## src/rtl/core/nls_pkg.sv

```systemverilog
// shared types, constants and codes of the numbered line store
package nls_pkg;

    localparam int STORE_BYTES     = 4096;
    localparam int LINE_BYTES      = 128;
    localparam int RECORD_OVERHEAD = 3;

    localparam int SA_W  = $clog2(STORE_BYTES);
    localparam int SP_W  = SA_W + 1;
    localparam int LB_AW = $clog2(LINE_BYTES);
    localparam int LB_CW = $clog2(LINE_BYTES + 1);

    localparam logic [1:0] OP_ENTER = 2'd0;
    localparam logic [1:0] OP_FIND  = 2'd1;
    localparam logic [1:0] OP_READ  = 2'd2;

    localparam logic [2:0] ST_DONE     = 3'd0;
    localparam logic [2:0] ST_BUFFERED = 3'd1;
    localparam logic [2:0] ST_NOMEM    = 3'd2;
    localparam logic [2:0] ST_NOTFOUND = 3'd3;
    localparam logic [2:0] ST_TOOLONG  = 3'd4;

    localparam logic REG_PROGRAM_START = 1'b0;
    localparam logic REG_STORE_LIMIT   = 1'b1;

    typedef struct packed {
        logic [1:0]  op;
        logic [15:0] line_number;
        logic [7:0]  text_byte;
        logic [11:0] byte_address;
    } t_in_item;

    typedef struct packed {
        logic [2:0]  status;
        logic [11:0] line_address;
        logic [15:0] found_number;
        logic [7:0]  read_data;
    } t_result;

    typedef enum logic [2:0] {
        CMD_TEXT,
        CMD_COMMIT,
        CMD_FIND,
        CMD_READ,
        CMD_NOP
    } t_cmd;

    typedef struct packed {
        t_cmd        cmd;
        logic [15:0] line_number;
        logic [7:0]  text_byte;
        logic [11:0] byte_address;
    } t_cmd_item;

    typedef struct packed {
        logic      valid;
        t_cmd_item item;
    } t_queue_head;

endpackage

```

## src/rtl/core/nls_front.sv

```systemverilog
// front end: transaction intake, command classification and a two entry queue
module nls_front (
    input  logic              i_clk,
    input  logic              i_rst_n,
    input  logic              start,
    output logic              busy,
    input  nls_pkg::t_in_item i_item,
    output nls_pkg::t_queue_head o_head,
    input  logic              i_pop
);
    import nls_pkg::*;

    t_cmd_item  r_q [2];
    logic       r_wp;
    logic       r_rp;
    logic [1:0] r_cnt;
    t_cmd_item  w_new;
    logic       w_push;

    always_comb begin
        w_new.line_number  = i_item.line_number;
        w_new.text_byte    = i_item.text_byte;
        w_new.byte_address = i_item.byte_address;
        unique case (i_item.op)
            OP_ENTER: w_new.cmd = (i_item.text_byte != 8'd0) ? CMD_TEXT : CMD_COMMIT;
            OP_FIND:  w_new.cmd = CMD_FIND;
            OP_READ:  w_new.cmd = CMD_READ;
            default:  w_new.cmd = CMD_NOP;
        endcase
    end

    assign busy        = (r_cnt == 2'd2);
    assign w_push      = start && !busy;
    assign o_head.valid = (r_cnt != 2'd0);
    assign o_head.item  = r_q[r_rp];

    always_ff @(posedge i_clk) begin
        if (w_push) begin
            r_q[r_wp] <= w_new;
        end
    end

    always_ff @(posedge i_clk) begin
        if (!i_rst_n) begin
            r_wp  <= 1'b0;
            r_rp  <= 1'b0;
            r_cnt <= 2'd0;
        end else begin
            if (w_push) begin
                r_wp <= ~r_wp;
            end
            if (i_pop) begin
                r_rp <= ~r_rp;
            end
            r_cnt <= r_cnt + {1'b0, w_push} - {1'b0, i_pop};
        end
    end

endmodule

```

## config.mk

```make
export PLATFORM = sky130hd
export DESIGN_NAME = nls_front
export DESIGN_NICKNAME = d
export VERILOG_FILES = /design/src/rtl/core/nls_pkg.sv /design/src/rtl/core/nls_front.sv
export SDC_FILE = /design/constraint.sdc
export NUM_CORES = 1
export LEC_CHECK = 0
export BUFFER_PORTS_ARGS = -buffer_cell sky130_fd_sc_hd__buf_2
export CAP_MARGIN = 10
export CORE_UTILIZATION = 40
export CTS_CLUSTER_SIZE = 20
export DETAILED_ROUTE_END_ITERATION = 12
export GPL_TIMING_DRIVEN = 0
export PLACE_DENSITY_LB_ADDON = 0.08
export SYNTH_ARGS = -nofsm -noshare
export SYNTH_HDL_FRONTEND = slang
export SYNTH_SLANG_ARGS = --single-unit
```

## constraint.sdc

```tcl
create_clock -name i_clk -period 2.65 [get_ports i_clk]
set_input_delay 0.265 -clock i_clk [delete_from_list [all_inputs] [get_ports i_clk]]
set_output_delay 0.265 -clock i_clk [all_outputs]
set_load 0.02 [all_outputs]
```

; ---- Word-level counts from Yosys, hierarchy flattened
; Memories as Yosys holds them, arrays and structs flattened. A register that Yosys moved wholly into a read port is not among the register bits.
; Cells that the tools add are included.
[op_classes]
reduce_logical = 5
n_addsub = 2
muxes = 6
n_bitwise = 2
n_eq_ne = 3
[ops]
columns = cell, count
row1 = $pmux W3 S3, 1
row2 = $reduce_bool A8 Y1, 1
row3 = $mux W1, 5
row4 = $eq A2 B2 Y1 const B, 2
row5 = $add A2 B1 Y2, 1
row6 = $eq A2 B1 Y1 const B, 1
row7 = $logic_not A2 Y1, 1
row8 = $not A1 Y1, 2
row9 = $reduce_bool A2 Y1, 1
row10 = $sub A2 B1 Y2, 1
row11 = $logic_and A1 B1 Y1, 1
row12 = $logic_not A1 Y1, 1
[totals]
mem_bits_rw = 78
ff_bits = 4
output_inout_bits = 41
mem_count = 1
word_cells = 22
inputBits = 42
[memory_table]
columns = memory, words, word_bits, rd, rd_clocked_by_memory_dff, write_ports, line
row1 = r_q, 2, 39, 1, 1, 1, nls_front.sv:13  ; t_cmd_item r_q [2];

; ---- Logic depth before layout (Yosys ltp)
[depth]
depth_word = 5
ltp_mapped = 8
depth_no_buf = 8

; ---- Least setup slack after synthesis
; No wires, ideal clock.
[synth_path]
path_kind = flip-flop to flip-flop
from = register r_cnt[0]
to = memory r_q[0][0] (netlist name), enable pin
stages_incl_launch_ff = 5
path_buffers = 0
period_less_slack_ns = 2.016
setup_time_ns = 0.394
t_arrival_ns = 1.623
setup_slack_ns = 0.634
t_required_ns = 2.256
path_cell_list = dfxtp_1 > nand2b_2 > inv_2 > or3_1 > inv_1
[synth_between]
elab_chain_cells = 5
[synth_rtl]
columns = element, line
row1 = "start, declared", nls_front.sv:16  ; logic [1:0] r_cnt;
row2 = "start signal, assigned", nls_front.sv:55  ; r_cnt <= r_cnt + {1'b0, w_push} - {1'b0, i_pop};
row3 = $eq A2 B2 Y1, nls_front.sv:32  ; assign busy = (r_cnt == 2'd2);
row4 = named net busy, nls_front.sv:6  ; output logic busy,
row5 = $logic_not A1 Y1, nls_front.sv:33  ; assign w_push = start && !busy;
row6 = $logic_and A1 B1 Y1, nls_front.sv:33
row7 = $mux W1, nls_front.sv:38  ; if (w_push) begin
row8 = $mux W1 (implied by the code), nls_front.sv:39  ; r_q[r_wp] <= w_new;
row9 = "end, declared", nls_front.sv:13
; The timed path passes the listed nets, and every way through them passes these cells.

; ---- Worst setup path after layout
[layout_path]
from = register r_cnt[0]
to = memory r_q[0][33] (netlist name), enable pin
[layout_between]
elab_chain_cells = 5
[layout_rtl]
columns = element, line
row1 = $eq A2 B2 Y1, nls_front.sv:32
row2 = $logic_not A1 Y1, nls_front.sv:33
row3 = $logic_and A1 B1 Y1, nls_front.sv:33
row4 = $mux W1, nls_front.sv:38
row5 = $mux W1 (implied by the code), nls_front.sv:39
; Every way passes these cells.

==> out/qor_table.md <==
| Quantity | Value | Unit |
| --- | --- | --- |
| Total detailed-routing wirelength | 5015 | um |
| Die Span Y | 90.11 | um |
| Initial antenna violation count | 0 | - |
| Skew final | 5.189 | ps |
| Fin. Hold Viols | 0 | - |
| Worst relative slew slack | 0.3481 | - |
| Number of input and output port buffers inserted | 82 | - |
| Cell count along the critical path | 4 | - |
| Final core utilization | 0.5195 | - |
| Maximum frequency from static timing analysis | 517.8 | MHz |
| Share of the clock period used by the worst path | 0.7288 | - |
| Die Outline Area | 0.008120 | sq mm |
| End of the worst hold path | r_q[1][34]$_DFFE_PP_ | - |
| Path class of the lowest-slack min-delay path | input port to register | - |
| Leading cell type in the layout, fill and taps excluded | sky130_fd_sc_hd__buf_2 | - |
| Cell count of the worst reg-to-reg path | 4 | - |
| Vias per inst | 4.612 | - |
| Global-route wire length before repair | 8231 | um |
| Largest delay contributor family on the critical path | buffers and inverters | - |
| Crit path capture type | register | - |
| Critical hold path startpoint | i_item[34] | - |
| Residual antenna-violating net count after detailed routing | 0 | - |
| Count of cells resized by post-cts repair | 0 | - |
| Final GP Congestion | 0.6727 | - |
| Number of CTS-inserted buffers | 9 | - |
| Via count | 1628 | - |
| Required time of the critical path | 2610 | ps |
| Count of placed standard cells in the final layout, fillers left out | 353 | - |
| Clock root buffer | sky130_fd_sc_hd__clkbuf_8 | - |
| Worst-case register-to-register setup slack | 720 | ps |
| Clock tree from TritonCTS | yes | - |
| Synthesized instance count | 156 | - |
| Final standard cell area without fillers | 0.003829 | sq mm |
| Longest Clk Path Bufs | 2 | - |
| Worst R2R End | r_q[0][33]$_DFFE_PP_ | - |
| Leakage Power | 1.473 | nW |
| Actual transition at the worst max-transition pin | 977.8 | ps |
| Power density normalized to cell area | 777.4 | mW/mm^2 |
| Number of pins exceeding their max-slew limit in the final report | 0 | - |
| Global-route total usage across every layer | 0.1363 | - |
| Buffers & Inverters on Critical Path | 2 | - |
| Post-synth ARST share | 0 | - |
| Maximum fanout along the worst path | 39 | - |
| Max rail drop VDD | 467.8 | uV |
| Critical path's largest stage delay | 660 | ps |
| Number of core rows | 31 | - |
| CP Data Arrival Time | 1890 | ps |
| Via count of the first global-routing pass | 1716 | - |
| Seq/Total Area, Yosys | 0.7865 | - |
| Most used cells in the layout excluding fill and tap cells | sky130_fd_sc_hd__buf_2 (84), sky130_fd_sc_hd__edfxtp_1 (78), sky130_fd_sc_hd__mux2_2 (39), sky130_fd_sc_hd__clkbuf_8 (10) | - |
| Clock latency at the later pin of the worst-skew pair | 330 | ps |
| Initial core utilization | 0.4214 | - |
| Flop and latch count out of synthesis | 83 | - |
| Yosys warning count | 0 | - |
| Finish-stage setup viols | 0 | - |
| Final worst slack | 718.6 | ps |
| Drt wl/cell | 14.21 | um |
| Type of origin of the critical path | register | - |
| Die Span X | 90.11 | um |
| Cell area after synthesis | 0.003105 | sq mm |
| Maximum level of the CTS H-tree | 3 | - |
| Count of flip-flops with a built-in enable after synthesis | 78 | - |
| Post-Synthesis Net Count | 202 | - |
| Cell total after placement | 337 | - |
| Number of sinks handled by clock tree synthesis | 83 | - |
| Number of unique standard cell types used by synthesis | 22 | - |
| Synth Area per Inst | 19.91 | sq um |
| Post-layout nets | 295 | - |
| TritonRoute pass-1 iters | 4 | - |
| Top cell by count, worst path | sky130_fd_sc_hd__inv_2 | - |
| Final-layout worst hold slack | 111.0 | ps |
| Half-perimeter wire length of the detailed placement result | 3175 | um |
| Clock-pin slew on the worst setup and hold paths | 80 | ps |
| Worst Hold Depth | 1 | - |
| Proportion of layout cells with a drive suffix above 1 | 0.5630 | - |
| GRT Residual Overflow | 0 | - |
| Worst setup path startpoint | r_cnt[0]$_SDFF_PN0_ | - |
| Outcome | finished clean | - |
| Final Total Pwr | 2.976 | mW |
| Largest net degree at the start of global routing | 40 | - |
| Number of buffers inserted by post-CTS setup repair | 0 | - |
| DRC violation total after the first TritonRoute iteration | 49 | - |
| Ordered list of cells on the worst path | nand2b_2, inv_2, or3_1, inv_2 | - |
| Antenna Diode Count | 0 | - |
| Source of the worst register-to-register timing path | r_cnt[0]$_SDFF_PN0_ | - |
| Std-Cell Core Area | 0.007370 | sq mm |
| Max stage delay cell, worst path | sky130_fd_sc_hd__inv_2 | - |
| Total cell area at the placement stage | 0.003640 | sq mm |
| RSZ-0062 raised after global routing | false | - |
| Worst slack at placement | 696.7 | ps |
| Critical path class | register to register | - |
| Top_reg_cell synth | sky130_fd_sc_hd__edfxtp_1 | - |
| Number of ports placed on the die boundary | 83 | - |
| Residual DRC count | 0 | - |
| Area growth, synth to finish | 23.29 | % |
| Post-layout min period | 1931 | ps |
| Number of maximum-capacitance violations | 0 | - |
| Summed negative setup slack over all endpoints | 0 | ps |
| Hold buffer count at CTS | 0 | - |
-- worst reg2reg max path, delay by kind of cell, from the launching register on --
kind          cells  cell delay [ps]
flops             1              350
simple gates      2              480
buf+inv           2              700
-- worst max-delay path by stage --
stage,end,slack (ps)
finish,r_q[0][33]$_DFFE_PP_,720
global route,r_q[0][33]$_DFFE_PP_,570
CTS,r_q[0][28]$_DFFE_PP_,680
detailed placement,r_q[0][5]$_DFFE_PP_,700
global placement,r_q[0][29]$_DFFE_PP_,140
floorplan,r_q[0][0]$_DFFE_PP_,630
-- cell type report --
type | instances | area (sq um)
Fill cell | 663 | 3541
Sequential cell | 83 | 2442
Multi-Input combinational cell | 62 | 604.3
Timing Repair Buffer | 82 | 410.4
Clock buffer | 13 | 148.9
Tap cell | 99 | 123.9
Clock inverter | 3 | 40.04
Buffer | 4 | 32.53
Inverter | 7 | 26.28
-- power breakdown --
part           switching (mW)  total [mW]  internal, mW  leakage (nW)
clock                   0.398       0.858         0.460        0.0974
sequential             0.0286        1.61          1.58         0.769
combinational           0.308       0.506         0.198         0.606
total                   0.735        2.98          2.24          1.47
-- state kept, by name, indices dropped and copies added, names as in the netlist, named ones only --
name,count
r_q,78
r_cnt,2
r_rp,1
r_wp,1
-- cells in the mapped netlist, drive strengths merged (2+ instances only) --
master | instances | area, sq um
mux2 | 39 | 439.2
inv | 7 | 26.27
edfxtp | 78 | 2342
buf | 4 | 32.53
and2 | 2 | 12.51
ha | 4 | 50.05
nor2 | 3 | 11.26
dfxtp | 5 | 100.1
o21ai | 2 | 10.01
nor4 | 2 | 12.51
-- cell families after synthesis --
family | count (synthesis) | share of synthesized area
fa+ha+maj | 4 | 0.01612
buf+inv | 11 | 0.01893
xor+xnor | 2 | 0.005642
flops | 83 | 0.7865
mux | 39 | 0.1414
simple gates | 14 | 0.02659
compound gates | 3 | 0.004833
-- layer usage --
layer | routed length, um | track usage | vias to the layer above
li1 | - | - | 785
met1 | 2219 | 0.1545 | 785
met2 | 2439 | 0.2303 | 48
met3 | 237 | 0.03723 | 10
met4 | 119 | 0.08065 | 0
met5 | 0 | 0 | -
(Power assumes the default switching activity.)
